**config.mk**
```make
export PLATFORM = sky130hd
export DESIGN_NAME = arp_cache_table_core
export DESIGN_NICKNAME = d
export VERILOG_FILES = /design/src/sv/arpc_pkg.sv /design/src/sv/arpc_ctrl.sv /design/src/sv/arpc_datapath.sv /design/src/sv/arp_cache_table_core.sv
export SDC_FILE = /design/constraint.sdc
export NUM_CORES = 2
export LEC_CHECK = 0
export BUFFER_PORTS_ARGS = -buffer_cell sky130_fd_sc_hd__buf_4
export CAP_MARGIN = 20
export CORE_UTILIZATION = 66
export CTS_CLUSTER_DIAMETER = 40
export CTS_CLUSTER_SIZE = 30
export DETAILED_ROUTE_END_ITERATION = 16
export GPL_TIMING_DRIVEN = 1
export PLACE_DENSITY = 0.83
export SLEW_MARGIN = 10
export SYNTH_ARGS = -nofsm -noshare
export SYNTH_HDL_FRONTEND = slang
export SYNTH_SLANG_ARGS = --single-unit
```
**constraint.sdc**
```tcl
create_clock -name aclk -period 33 [get_ports aclk]
set_clock_uncertainty 0.15 [all_clocks]
set_input_delay 4.95 -clock aclk [delete_from_list [all_inputs] [get_ports aclk]]
set_output_delay 4.95 -clock aclk [all_outputs]
set_load 0.01 [all_outputs]
```
**src/sv/arpc_pkg.sv**
```systemverilog
// ----------------------------------------------------------------------------
// arpc_pkg
// Shared types and constants for the ARP cache table core.
// ----------------------------------------------------------------------------
package arpc_pkg;

    localparam int ENTRIES_DEFAULT = 16;

    localparam int IP_W      = 32;
    localparam int MAC_W     = 48;
    localparam int AGE_W     = 18;
    localparam int ELAPSED_W = 16;
    localparam int LIMIT_W   = 17;
    localparam int CMD_W     = 2;
    localparam int STATUS_W  = 2;

    localparam int S_TDATA_W = 104;
    localparam int M_TDATA_W = 56;

    localparam logic [LIMIT_W-1:0] AGE_LIMIT_RESET = LIMIT_W'(20 * 60 * 60);
    localparam logic [AGE_W-1:0]   AGE_MAX         = {AGE_W{1'b1}};

    typedef enum logic [CMD_W-1:0] {
        CMD_INSERT = 2'd0,
        CMD_LOOKUP = 2'd1,
        CMD_REMOVE = 2'd2,
        CMD_TICK   = 2'd3
    } arpc_op_t;

    typedef enum logic [STATUS_W-1:0] {
        STS_OK        = 2'd0,
        STS_NOT_FOUND = 2'd1,
        STS_FULL      = 2'd2,
        STS_ZERO_IP   = 2'd3
    } arpc_status_t;

    typedef enum logic [2:0] {
        ST_IDLE,
        ST_SCAN,
        ST_LAST,
        ST_COMMIT,
        ST_DONE
    } arpc_state_t;

    // controller to datapath
    typedef struct packed {
        logic load;
        logic scan;
        logic commit;
        logic finish;
    } arpc_cmd_t;

    // datapath to controller
    typedef struct packed {
        logic scan_last;
        logic out_free;
    } arpc_sts_t;

endpackage

```
**src/sv/arpc_ctrl.sv**
```systemverilog
// ----------------------------------------------------------------------------
// arpc_ctrl
// Sequencer for one command: scan of every entry, commit, result hand-off.
// ----------------------------------------------------------------------------
module arpc_ctrl (
    input  logic                aclk,
    input  logic                aresetn,
    input  logic                s_tvalid,
    output logic                s_tready,
    input  arpc_pkg::arpc_sts_t sts,
    output arpc_pkg::arpc_cmd_t cmd
);
    import arpc_pkg::*;

    arpc_state_t state_reg;
    arpc_state_t state_next;

    always_ff @(posedge aclk) begin
        if (!aresetn) begin
            state_reg <= ST_IDLE;
        end else begin
            state_reg <= state_next;
        end
    end

    always_comb begin
        state_next = state_reg;
        unique case (state_reg)
            ST_IDLE: begin
                if (s_tvalid) begin
                    state_next = ST_SCAN;
                end
            end
            ST_SCAN: begin
                if (sts.scan_last) begin
                    state_next = ST_LAST;
                end
            end
            ST_LAST: begin
                state_next = ST_COMMIT;
            end
            ST_COMMIT: begin
                state_next = ST_DONE;
            end
            ST_DONE: begin
                if (sts.out_free) begin
                    state_next = ST_IDLE;
                end
            end
            default: begin
                state_next = ST_IDLE;
            end
        endcase
    end

    always_comb begin
        s_tready   = (state_reg == ST_IDLE);
        cmd.load   = (state_reg == ST_IDLE) && s_tvalid;
        cmd.scan   = (state_reg == ST_SCAN);
        cmd.commit = (state_reg == ST_COMMIT);
        cmd.finish = (state_reg == ST_DONE) && sts.out_free;
    end

endmodule

```
**src/sv/arpc_datapath.sv**
```systemverilog
// ----------------------------------------------------------------------------
// arpc_datapath
// Entry tables, scan counter, per-entry evaluation and result register.
// ----------------------------------------------------------------------------
module arpc_datapath #(
    parameter int ENTRIES = arpc_pkg::ENTRIES_DEFAULT
) (
    input  logic                          aclk,
    input  logic                          aresetn,
    input  arpc_pkg::arpc_cmd_t           cmd,
    output arpc_pkg::arpc_sts_t           sts,
    input  logic                          cfg_wr_en,
    input  logic [arpc_pkg::LIMIT_W-1:0]  cfg_wr_data,
    input  logic [arpc_pkg::CMD_W-1:0]    in_command,
    input  logic [arpc_pkg::IP_W-1:0]     in_ip_address,
    input  logic [arpc_pkg::MAC_W-1:0]    in_mac_address,
    input  logic                          in_is_static,
    input  logic [arpc_pkg::ELAPSED_W-1:0] in_elapsed_time,
    output logic                          m_tvalid,
    input  logic                          m_tready,
    output logic [arpc_pkg::STATUS_W-1:0] m_status,
    output logic [arpc_pkg::MAC_W-1:0]    m_found_mac,
    output logic                          m_send_request
);
    import arpc_pkg::*;

    localparam int IDX_W = (ENTRIES > 1) ? $clog2(ENTRIES) : 1;
    localparam logic [IDX_W-1:0] LAST_IDX = IDX_W'(ENTRIES - 1);

    // entry tables
    logic [IP_W-1:0]  ip_mem  [ENTRIES];
    logic [MAC_W-1:0] mac_mem [ENTRIES];
    logic [AGE_W-1:0] age_mem [ENTRIES];
    logic [ENTRIES-1:0] valid_reg;
    logic [ENTRIES-1:0] static_reg;

    logic [LIMIT_W-1:0] age_limit_reg;

    // captured command
    arpc_op_t           op_reg;
    logic [IP_W-1:0]    ip_reg;
    logic [MAC_W-1:0]   mac_reg;
    logic               stat_reg;
    logic [ELAPSED_W-1:0] elapsed_reg;

    // scan
    logic [IDX_W-1:0] cnt_reg;
    logic             eval_en_reg;
    logic [IDX_W-1:0] eval_idx_reg;
    logic [IP_W-1:0]  rd_ip_reg;
    logic [MAC_W-1:0] rd_mac_reg;
    logic [AGE_W-1:0] rd_age_reg;

    logic             match_found_reg;
    logic [IDX_W-1:0] match_idx_reg;
    logic [MAC_W-1:0] match_mac_reg;
    logic             free_found_reg;
    logic [IDX_W-1:0] free_idx_reg;
    logic             vic_found_reg;
    logic [IDX_W-1:0] vic_idx_reg;
    logic [AGE_W-1:0] vic_age_reg;

    // result register
    logic                m_tvalid_reg;
    logic [STATUS_W-1:0] m_status_reg;
    logic [MAC_W-1:0]    m_found_mac_reg;
    logic                m_send_request_reg;

    logic             cur_valid;
    logic             cur_static;
    logic             hit;
    logic             tick_live;
    logic             tick_expire;
    logic [AGE_W:0]   age_sum;
    logic [AGE_W-1:0] age_sat;
    logic             ins_ok;
    logic [IDX_W-1:0] ins_idx;
    logic             age_we;
    logic [IDX_W-1:0] age_waddr;
    logic [AGE_W-1:0] age_wdata;
    arpc_status_t     res_status;

    always_comb begin
        cur_valid   = valid_reg[eval_idx_reg];
        cur_static  = static_reg[eval_idx_reg];
        hit         = cur_valid && (rd_ip_reg == ip_reg);
        tick_live   = eval_en_reg && (op_reg == CMD_TICK) && cur_valid && !cur_static;
        tick_expire = rd_age_reg > {1'b0, age_limit_reg};
        age_sum     = {1'b0, rd_age_reg} + {{(AGE_W + 1 - ELAPSED_W){1'b0}}, elapsed_reg};
        age_sat     = age_sum[AGE_W] ? AGE_MAX : age_sum[AGE_W-1:0];

        ins_ok  = (ip_reg != '0) && (match_found_reg || free_found_reg || vic_found_reg);
        ins_idx = match_found_reg ? match_idx_reg :
                  (free_found_reg ? free_idx_reg : vic_idx_reg);

        age_we    = 1'b0;
        age_waddr = eval_idx_reg;
        age_wdata = age_sat;
        if (tick_live && !tick_expire) begin
            age_we = 1'b1;
        end else if (cmd.commit && (op_reg == CMD_INSERT) && ins_ok) begin
            age_we    = 1'b1;
            age_waddr = ins_idx;
            age_wdata = '0;
        end
    end

    always_comb begin
        res_status = STS_OK;
        unique case (op_reg)
            CMD_INSERT: begin
                if (ip_reg == '0) begin
                    res_status = STS_ZERO_IP;
                end else if (!ins_ok) begin
                    res_status = STS_FULL;
                end
            end
            CMD_LOOKUP, CMD_REMOVE: begin
                if (!match_found_reg) begin
                    res_status = STS_NOT_FOUND;
                end
            end
            CMD_TICK: begin
                res_status = STS_OK;
            end
            default: begin
                res_status = STS_OK;
            end
        endcase
    end

    // table memories
    always_ff @(posedge aclk) begin
        if (cmd.commit && (op_reg == CMD_INSERT) && ins_ok) begin
            ip_mem[ins_idx]  <= ip_reg;
            mac_mem[ins_idx] <= mac_reg;
        end
        if (age_we) begin
            age_mem[age_waddr] <= age_wdata;
        end
        if (cmd.scan) begin
            rd_ip_reg  <= ip_mem[cnt_reg];
            rd_mac_reg <= mac_mem[cnt_reg];
            rd_age_reg <= age_mem[cnt_reg];
        end
    end

    // valid and static bits, configuration
    always_ff @(posedge aclk) begin
        if (!aresetn) begin
            valid_reg     <= '0;
            static_reg    <= '0;
            age_limit_reg <= AGE_LIMIT_RESET;
        end else begin
            if (cfg_wr_en) begin
                age_limit_reg <= cfg_wr_data;
            end
            if (tick_live && tick_expire) begin
                valid_reg[eval_idx_reg] <= 1'b0;
            end
            if (cmd.commit) begin
                if ((op_reg == CMD_INSERT) && ins_ok) begin
                    valid_reg[ins_idx]  <= 1'b1;
                    static_reg[ins_idx] <= stat_reg;
                end else if ((op_reg == CMD_REMOVE) && match_found_reg) begin
                    valid_reg[match_idx_reg] <= 1'b0;
                end
            end
        end
    end

    // command capture
    always_ff @(posedge aclk) begin
        if (cmd.load) begin
            op_reg      <= arpc_op_t'(in_command);
            ip_reg      <= in_ip_address;
            mac_reg     <= in_mac_address;
            stat_reg    <= in_is_static;
            elapsed_reg <= in_elapsed_time;
        end
    end

    // scan counter and search state
    always_ff @(posedge aclk) begin
        if (!aresetn) begin
            cnt_reg         <= '0;
            eval_en_reg     <= 1'b0;
            match_found_reg <= 1'b0;
            free_found_reg  <= 1'b0;
            vic_found_reg   <= 1'b0;
        end else begin
            eval_en_reg <= cmd.scan;
            if (cmd.load) begin
                cnt_reg         <= '0;
                match_found_reg <= 1'b0;
                free_found_reg  <= 1'b0;
                vic_found_reg   <= 1'b0;
            end else begin
                if (cmd.scan) begin
                    cnt_reg <= cnt_reg + 1'b1;
                end
                if (eval_en_reg) begin
                    if (hit && !match_found_reg) begin
                        match_found_reg <= 1'b1;
                    end
                    if (!cur_valid && !free_found_reg) begin
                        free_found_reg <= 1'b1;
                    end
                    if (cur_valid && !cur_static) begin
                        vic_found_reg <= 1'b1;
                    end
                end
            end
        end
    end

    always_ff @(posedge aclk) begin
        if (cmd.scan) begin
            eval_idx_reg <= cnt_reg;
        end
        if (eval_en_reg) begin
            if (hit && !match_found_reg) begin
                match_idx_reg <= eval_idx_reg;
                match_mac_reg <= rd_mac_reg;
            end
            if (!cur_valid && !free_found_reg) begin
                free_idx_reg <= eval_idx_reg;
            end
            if (cur_valid && !cur_static && (!vic_found_reg || (rd_age_reg > vic_age_reg))) begin
                vic_idx_reg <= eval_idx_reg;
                vic_age_reg <= rd_age_reg;
            end
        end
    end

    // result register
    always_ff @(posedge aclk) begin
        if (!aresetn) begin
            m_tvalid_reg <= 1'b0;
        end else if (cmd.finish) begin
            m_tvalid_reg <= 1'b1;
        end else if (m_tready) begin
            m_tvalid_reg <= 1'b0;
        end
    end

    always_ff @(posedge aclk) begin
        if (cmd.finish) begin
            m_status_reg       <= res_status;
            m_found_mac_reg    <= ((op_reg == CMD_LOOKUP) && match_found_reg) ? match_mac_reg : '0;
            m_send_request_reg <= (op_reg == CMD_LOOKUP) && !match_found_reg;
        end
    end

    always_comb begin
        sts.scan_last  = cmd.scan && (cnt_reg == LAST_IDX);
        sts.out_free   = !m_tvalid_reg || m_tready;
        m_tvalid       = m_tvalid_reg;
        m_status       = m_status_reg;
        m_found_mac    = m_found_mac_reg;
        m_send_request = m_send_request_reg;
    end

endmodule

```
**src/sv/arp_cache_table_core.sv**
```systemverilog
// ----------------------------------------------------------------------------
// arp_cache_table_core
// IPv4 to MAC cache with insert, lookup, remove and ageing tick commands.
// ----------------------------------------------------------------------------
// each command runs a table scan of one entry per cycle through a single memory read port,
//   then commit and result hand-off; the next command is taken only in idle, after the
//   previous command has passed its result to the output register
// a new command is taken while the previous result still waits on the output
// reset clears all valid and static bits and loads age_limit with 72000;
//   the address, mac and age tables are not cleared
// ----------------------------------------------------------------------------
module arp_cache_table_core #(
    parameter int ENTRIES = arpc_pkg::ENTRIES_DEFAULT
) (
    input  logic                            aclk,
    input  logic                            aresetn,
    input  logic                            cfg_wr_en,
    input  logic [arpc_pkg::LIMIT_W-1:0]    cfg_wr_data,
    input  logic                            s_tvalid,
    output logic                            s_tready,
    // ip_address[31:0], mac_address[79:32], is_static[80], elapsed_time[96:81]
    input  logic [arpc_pkg::S_TDATA_W-1:0]  s_tdata,
    // command[1:0]
    input  logic [arpc_pkg::CMD_W-1:0]      s_tuser,
    output logic                            m_tvalid,
    input  logic                            m_tready,
    // status[1:0], found_mac[49:2], send_request[50]
    output logic [arpc_pkg::M_TDATA_W-1:0]  m_tdata
);
    import arpc_pkg::*;

    arpc_cmd_t           ctl_cmd;
    arpc_sts_t           ctl_sts;
    logic [STATUS_W-1:0] res_status;
    logic [MAC_W-1:0]    res_found_mac;
    logic                res_send_request;

    arpc_ctrl u_ctrl (
        .aclk     (aclk),
        .aresetn  (aresetn),
        .s_tvalid (s_tvalid),
        .s_tready (s_tready),
        .sts      (ctl_sts),
        .cmd      (ctl_cmd)
    );

    arpc_datapath #(
        .ENTRIES (ENTRIES)
    ) u_datapath (
        .aclk            (aclk),
        .aresetn         (aresetn),
        .cmd             (ctl_cmd),
        .sts             (ctl_sts),
        .cfg_wr_en       (cfg_wr_en),
        .cfg_wr_data     (cfg_wr_data),
        .in_command      (s_tuser),
        .in_ip_address   (s_tdata[31:0]),
        .in_mac_address  (s_tdata[79:32]),
        .in_is_static    (s_tdata[80]),
        .in_elapsed_time (s_tdata[96:81]),
        .m_tvalid        (m_tvalid),
        .m_tready        (m_tready),
        .m_status        (res_status),
        .m_found_mac     (res_found_mac),
        .m_send_request  (res_send_request)
    );

    assign m_tdata = {{(M_TDATA_W - 51){1'b0}}, res_send_request, res_found_mac, res_status};

endmodule
```
# Word-level counts from Yosys, hierarchy flattened
# Memory sizes are Yosys's and may differ from the RTL's. A register that Yosys moved wholly into a read port is not among the register bits.
# Cells that the tools add are included.
dict set report word_totals {
  register_bits 293
  mem_bits_rw 1568
  mem_count 3
}
# memory words word_bits read_ports rd_clocked_by_memory_dff write_ports line
set mem_list {}
lappend mem_list {u_datapath.mac_mem 16 48 1 1 1 arpc_datapath.sv:32} ;# logic [MAC_W-1:0] mac_mem [ENTRIES];
lappend mem_list {u_datapath.ip_mem 16 32 1 1 1 arpc_datapath.sv:31} ;# logic [IP_W-1:0] ip_mem [ENTRIES];
lappend mem_list {u_datapath.age_mem 16 18 1 1 1 arpc_datapath.sv:33} ;# logic [AGE_W-1:0] age_mem [ENTRIES];
dict set report classes {
  n_addsub 2
  n_lt_le_gt_ge 8
  eq_ne 12
  mux 38
  bitwise 6
  reduce_logical 47
}
# op n
set ops {}
lappend ops {{two-way mux 16 bit} 5}
lappend ops {{two-way mux 18 bit} 3}
lappend ops {{AND 16 bit} 2}
lappend ops {{== test 32 bit} 1}
lappend ops {{logical NOT 32 bit} 1}
lappend ops {{inverter 16 bit} 2}
lappend ops {{nonzero test 32 bit} 1}
lappend ops {{logical AND 1 bit} 23}
lappend ops {{adder 18 x 16 -> 19 bit} 1}
lappend ops {{> comparator 18 x 17 -> 1 bit} 1}
lappend ops {{> comparator 18 bit} 1}
lappend ops {{bitwise mux 16 bit} 1}
lappend ops {{two-way mux 4 bit} 4}
lappend ops {{bitwise OR 16 bit} 1}
lappend ops {{< comparator 4 x 5 -> 1 bit, second input constant} 3}
lappend ops {{one-hot mux 3 bit (5 select lines)} 1}
lappend ops {{two-way mux 1 bit} 13}
lappend ops {{demux 1 bit (select 4 bit)} 3}
lappend ops {{greater-or-equal comparator 4 x 1 -> 1 bit, second input constant} 3}
lappend ops {{AND reduction 2 bit} 5}
lappend ops {{two-way mux 3 bit} 3}
lappend ops {{binary-select mux 1 bit (select 4 bit)} 2}
lappend ops {{logical NOT 1 bit} 7}
lappend ops {{== test 3 x 2 -> 1 bit, second input constant} 2}
lappend ops {{other kinds (17)} 24}

# Logic depth before layout (Yosys ltp)
dict set report depth {
  ltp_word 12
  mapped_depth 10
  depth_no_buf 9
}

# By module
# From an unflattened synthesis, not the netlist that was laid out.
dict set report hier_totals {
  hier_cells 3256
  area_unflattened_um2 74460.2
}
# mod instances cells_each area_each_um2 seq_area_each_um2
set by_module_without_submodules {}
lappend by_module_without_submodules {arpc_datapath 1 3228 74209.9 58155.8}
lappend by_module_without_submodules {arpc_ctrl 1 21 201.4 60.1}
lappend by_module_without_submodules {arp_cache_table_core 1 7 48.8 0.0}

# Worst setup path after synthesis
# Ideal clock, no wire load.
dict set report synth_path {
  path_type {register to register}
  from {register u_datapath.ip_reg[4]}
  to {memory u_datapath.age_mem[6][0], enable pin}
  setup_time_ps 359
  arrival_time_ps 11136
  required_time_ps 32491
  slack_ps 21355
  path_stages_with_launch 6
  period_less_slack_ps 11645
  cell_sequence {edfxtp_1 > nor4_1 > nand4_1 > o2111ai_1 > nor4b_1 > mux2_2}
}
dict set report synth_between {
  elab_chain_len 7
  elab_cells_between_ends 9
  classes_between {mux (6); reduce/logical (3)}
}
# item line
set synth_rtl {}
lappend synth_rtl {{start, declared} arpc_datapath.sv:41} ;# logic [IP_W-1:0] ip_reg;
lappend synth_rtl {{start signal, assigned} arpc_datapath.sv:176} ;# ip_reg <= in_ip_address;
lappend synth_rtl {{nonzero test 32 bit (*)} arpc_datapath.sv:92} ;# ins_ok = (ip_reg != '0) && (match_found_reg || free_found_reg || vic_found_reg);
lappend synth_rtl {{logical AND 1 bit (*)} arpc_datapath.sv:92}
lappend synth_rtl {{logical AND 1 bit (*)} arpc_datapath.sv:101} ;# end else if (cmd.commit && (op_reg == CMD_INSERT) && ins_ok) begin
lappend synth_rtl {{two-way mux 1 bit} arpc_datapath.sv:101}
lappend synth_rtl {{two-way mux 1 bit} arpc_datapath.sv:99} ;# if (tick_live && !tick_expire) begin
lappend synth_rtl {{two-way mux 1 bit} arpc_datapath.sv:138} ;# if (age_we) begin
lappend synth_rtl {{two-way mux 1 bit (not written as such)} arpc_datapath.sv:139} ;# age_mem[age_waddr] <= age_wdata;
lappend synth_rtl {{end, declared} arpc_datapath.sv:33}
# Mark *: on every way between the ends. The rest lies on a longest branch, timed or not.

# Worst setup path after layout
dict set report layout_path {
  from {register u_ctrl.state_reg[0]}
  to {output s_tready}
}
dict set report layout_between {
  elab_chain_len 1
}
# item line
set layout_rtl {}
lappend layout_rtl {{start, declared} arpc_ctrl.sv:15} ;# arpc_state_t state_reg;
lappend layout_rtl {{start signal, assigned} arpc_ctrl.sv:22} ;# state_reg <= state_next;
lappend layout_rtl {{logical NOT 3 bit} arpc_ctrl.sv:57} ;# s_tready = (state_reg == ST_IDLE);
lappend layout_rtl {{end, declared} arp_cache_table_core.sv:20} ;# output logic s_tready,
# No other way between the ends.

==> summary.md <==
| Metric | Value |
|---|---|
| Count of fill cells added during filler insertion | `5,263` |
| Number of gates resized after CTS | `0` |
| Total power draw | `0.00544 W` |
| EDFF count, synth | `1,898` |
| Clock period minus worst slack | `6.91 ns` |
| Max frequency | `145 MHz` |
| Total routed wirelength | `195,000 um` |
| Max incr delay on CP | `0.41 ns` |
| Wire length of the first global-routing pass | `274,000 um` |
| Antenna violations before repair | `3` |
| Avg Vias per Cell | `7.33` |
| Post-synthesis average cell area | `23.0 um^2` |
| Fraction of power consumed by combinational cells | `6.4%` |
| Sum of net half-perimeters after detailed placement | `89,400 um` |
| Number of maximum-capacitance constraint violations | `0` |
| Internal power contribution | `0.00412 W` |
| Largest voltage drop on the vdd net | `82.1 uV` |
| Area share of the largest cell type after synthesis | `76.5%` |
| Number of buffers and inverters on the critical path | `1` |
| 1st-pass router iterations | `6` |
| Starting Density | `67.0%` |
| Number of buffers inserted for hold repair after clock tree synthesis | `0` |
| Total Negative Setup Slacks | `0 ns` |
| # Post-CTS Setup Buffers | `0` |
| Largest net degree at the start of global routing | `165` |
| Flip-flop and latch count after synthesis | `1,959` |
| CTS tree | `yes` |
| Max-slew violation count | `0` |
| Worst hold path type | `reg -> reg` |
| Routed wire length per instance | `37.8 um` |
| Clock H-tree levels | `4` |
| Standard cell area after detailed placement | `77,700 um^2` |
| Cells after Synth | `3,244` |
| Clk Tree Root Cell | `sky130_fd_sc_hd__clkbuf_16` |
| Number of global-route vias before repair | `39,000` |
| Clock edge transition at the registers on the reported setup and hold paths | `0.07 ns` |
| Worst hold path cell count | `0` |
| Die outline width | `338 um` |
| Total routing usage reported by global routing | `34.8%` |
| Clk buf depth | `3` |
| Cell depth of the worst setup path | `2` |
| Via count | `37,800` |
| Crit-path slowest cell | `sky130_fd_sc_hd__nor3_1` |
| Design area | `84,200 um^2` |
| Max-slew headroom at the worst pin | `19.2%` |
| Startpoint Class | `register` |
| Post-placement cell count | `4,818` |
| Unrepaired setup endpoints after global routing | `false` |
| Leading post-synthesis cells by cell area | `sky130_fd_sc_hd__edfxtp_1 (76%), sky130_fd_sc_hd__mux4_2 (15%), sky130_fd_sc_hd__dfxtp_1 (1.6%), sky130_fd_sc_hd__ha_1 (0.96%), sky130_fd_sc_hd__clkbuf_1 (0.51%)` |
| Classification of the worst setup path | `reg -> out` |
| Sequential fraction of the synthesis area | `78.1%` |
| Flip-flop and latch area | `58,200 um^2` |
| Predominant post-synthesis flop cell | `sky130_fd_sc_hd__edfxtp_1` |
| Violation count after the first detailed-routing iteration | `5,464` |
| Switching part of the total | `24.3%` |
| Vertical die dimension | `338 um` |
| Beginning of the critical path | `u_ctrl.state_reg[0]` |
| Final number of setup-violating endpoints | `0` |
| Die footprint | `114,000 um^2` |
| Congestion Overflow GR | `0` |
| Combined area of the multi-input logic cells | `15,600 um^2` |
| Required time of the worst setup path | `27.90 ns` |
| Area growth, synth to finish | `13.0%` |
| Yosys warning total | `0` |
| Part of the cycle the worst path needs | `20.9%` |
| Num CTS Buffers | `175` |
| Setup crit end kind | `output pin` |
| Number of cell instances on the worst register-to-register path | `8` |
| Reg2Reg Setup Slack | `27.93 ns` |
| Total Nets Final | `3,700` |
| Net switching power | `0.00132 W` |
| Total power density per cell area | `64.6 nW/um^2` |
| Cell-by-cell trace of the critical path | `nor3_1, buf_4` |
| RR Startpoint | `u_datapath.ip_reg[8]` |
| Actual slew at the worst max-slew pin | `1.21 ns` |
| Sequential share of power | `53.2%` |
| DRC violations left | `0` |
| Synth async-reset ratio | `0%` |
| Number of I/O pins | `186` |
| Routed Antenna Nets | `0` |
| Arrival time of the worst setup path | `1.81 ns` |
| Most area-hungry cell type in the Yosys netlist | `sky130_fd_sc_hd__edfxtp_1` |
| Number of standard cells in the layout, taps in and fillers out | `5,155` |
| Clock sink count | `1,959` |
| Largest registers in the final layout | `u_datapath.mac_mem x768, u_datapath.ip_mem x512, u_datapath.age_mem x288` |
| Number of flip-flops in the largest register | `768` |
| Cell family with the largest share of critical-path delay | `simple AND/OR/NAND/NOR gates` |
| Number of failing hold endpoints at the final stage | `0` |
| Worst reg2reg endpoint | `u_datapath.age_mem[7][3]` |
| Netlist Area Pre-Place | `74,500 um^2` |
| Maximum fanout along the worst path | `7` |
| Count of cell types in the netlist | `71` |
| Core footprint | `111,000 um^2` |
| Capture point of the critical path | `s_tready` |
| Top register by number of flip-flops | `u_datapath.mac_mem` |
| Outcome | `completed` |
| Share of cells above drive strength 1 | `30.4%` |
| Port bufs | `173` |
| GPL Wtd Cong | `0.850` |
| Part of the total power dissipated in the clock network | `40.4%` |
| Leakage power | `26.6 nW` |
| Worst skew pair latency | `0.84 ns` |
| Number of rows created at floorplan | `122` |
==> Yosys cell counts, types with 3 or more instances <==
cell type                      n
sky130_fd_sc_hd__xor2_1       16
sky130_fd_sc_hd__nor4_1       16
sky130_fd_sc_hd__o41ai_1       4
sky130_fd_sc_hd__and2_1        6
sky130_fd_sc_hd__buf_1        34
sky130_fd_sc_hd__o21a_1        7
sky130_fd_sc_hd__a2111oi_0     3
sky130_fd_sc_hd__o22ai_1       3
sky130_fd_sc_hd__and3_1       54
sky130_fd_sc_hd__o211ai_1      8
sky130_fd_sc_hd__o31ai_1       6
sky130_fd_sc_hd__or2_2         3
sky130_fd_sc_hd__o21bai_1      4
sky130_fd_sc_hd__nor3_1       18
sky130_fd_sc_hd__or3b_2        3
sky130_fd_sc_hd__a21boi_0      4
sky130_fd_sc_hd__inv_1        61
sky130_fd_sc_hd__mux2i_1      34
sky130_fd_sc_hd__nand4_1      15
sky130_fd_sc_hd__buf_2         6
sky130_fd_sc_hd__or3_1         4
sky130_fd_sc_hd__nor4b_1       3
sky130_fd_sc_hd__o221ai_1     11
sky130_fd_sc_hd__a21oi_1      34
sky130_fd_sc_hd__o21ai_0      23
sky130_fd_sc_hd__ha_1         57
sky130_fd_sc_hd__xnor2_1      28
sky130_fd_sc_hd__nand3_1      14
sky130_fd_sc_hd__mux4_2      497
sky130_fd_sc_hd__a21o_1       11
sky130_fd_sc_hd__buf_4         9
sky130_fd_sc_hd__a211oi_1      5
sky130_fd_sc_hd__clkbuf_1    101
sky130_fd_sc_hd__o41a_1        3
sky130_fd_sc_hd__mux2_2       13
sky130_fd_sc_hd__edfxtp_1   1898
sky130_fd_sc_hd__nor2b_1      35
sky130_fd_sc_hd__nor2_1       34
sky130_fd_sc_hd__nand2_1      36
sky130_fd_sc_hd__dfxtp_1      61
sky130_fd_sc_hd__o2111ai_1     4
sky130_fd_sc_hd__nand2b_1      7
sky130_fd_sc_hd__a31oi_1      15
==> cell families (layout without fill, tap and decap cells) <==
logic type               after synthesis  after routing  synth area share (%)
buffers and inverters                212            630                  1.13
adder cells (fa/ha/maj)               58             58                 0.984
AO/OA/AOI/OAI                        164            164                  1.56
flip-flops                          1959           1959                  78.1
AND/OR/NAND/NOR                      261            261                  1.96
multiplexers                         545            545                  15.7
XOR/XNOR                              44             44                 0.517
other                                  1              6               0.00503
==> area by class of cell <==
cell class,instances,share of cell area (%)
clock inverters,148,2.13
multi-input cells,1077,18.5
inverters,61,0.299
repair buffers,240,2.34
clock buffers,181,5.33
flip-flops and latches,1959,69.2
well taps,1488,2.21
diodes,1,0.00297
==> per-layer routing <==
metal	part of all wire [%]	vias to the layer above	GRT usage, %
li1	-	14300	-
met1	33	19500	44.5
met2	51	3289	58.1
met3	11	660	6.58
met4	4.8	2	17.5
met5	0.0051	-	0
==> placed cells by master (no fill, tap or decap), types with 22 or more instances in the layout <==
cell type	n
sky130_fd_sc_hd__nor2_1	34
sky130_fd_sc_hd__o21ai_0	22
sky130_fd_sc_hd__inv_1	52
sky130_fd_sc_hd__clkinv_8	30
sky130_fd_sc_hd__and3_1	53
sky130_fd_sc_hd__mux4_2	497
sky130_fd_sc_hd__nor2b_1	34
sky130_fd_sc_hd__inv_6	26
sky130_fd_sc_hd__clkbuf_16	179
sky130_fd_sc_hd__a21oi_1	34
sky130_fd_sc_hd__xnor2_1	28
sky130_fd_sc_hd__inv_8	23
sky130_fd_sc_hd__ha_1	56
sky130_fd_sc_hd__nand2_1	36
sky130_fd_sc_hd__edfxtp_1	1898
sky130_fd_sc_hd__mux2i_1	34
sky130_fd_sc_hd__buf_4	229
sky130_fd_sc_hd__dfxtp_1	56
==> power by group through the flow <==
| stage | Sequential, W | Combinational [W] | Clock, W |
|---|---|---|---|
| after floorplan | 0.00292 | 0.000242 | 0 |
| final | 0.00289 | 0.000349 | 0.00220 |
| after global placement | 0.00294 | 0.000310 | 0 |
| after global routing | 0.00290 | 0.000368 | 0.00229 |
| after detailed placement | 0.00294 | 0.000330 | 0 |
| after CTS | 0.00289 | 0.000341 | 0.00221 |
==> how the worst min path moves through the flow <==
stage	start	endpoint	slack (ns)
after floorplan	u_datapath.rd_mac_reg[0]	u_datapath.match_mac_reg[0]	0.25
after global placement	u_datapath.rd_mac_reg[14]	u_datapath.match_mac_reg[14]	0.25
after detailed placement	u_datapath.rd_mac_reg[31]	u_datapath.match_mac_reg[31]	0.26
after CTS	u_datapath.rd_mac_reg[2]	u_datapath.match_mac_reg[2]	0.27
after global routing	u_datapath.rd_mac_reg[38]	u_datapath.match_mac_reg[38]	0.28
final	u_datapath.rd_mac_reg[2]	u_datapath.match_mac_reg[2]	0.27
==> through the flow <==
stage / hold slack, ns / utilization [%] / worst slack, ns
finish: 0.272 / 75.7 / 26.09
global route: 0.279 / 75.6 / 25.97
CTS: 0.271 / 75.5 / 26.04
detailed placement: 0.255 / 69.9 / 25.22
global placement: 0.253 / 69.8 / 25.29
floorplan: 0.250 / - / 21.36
Power figures use the tool's default switching activity.
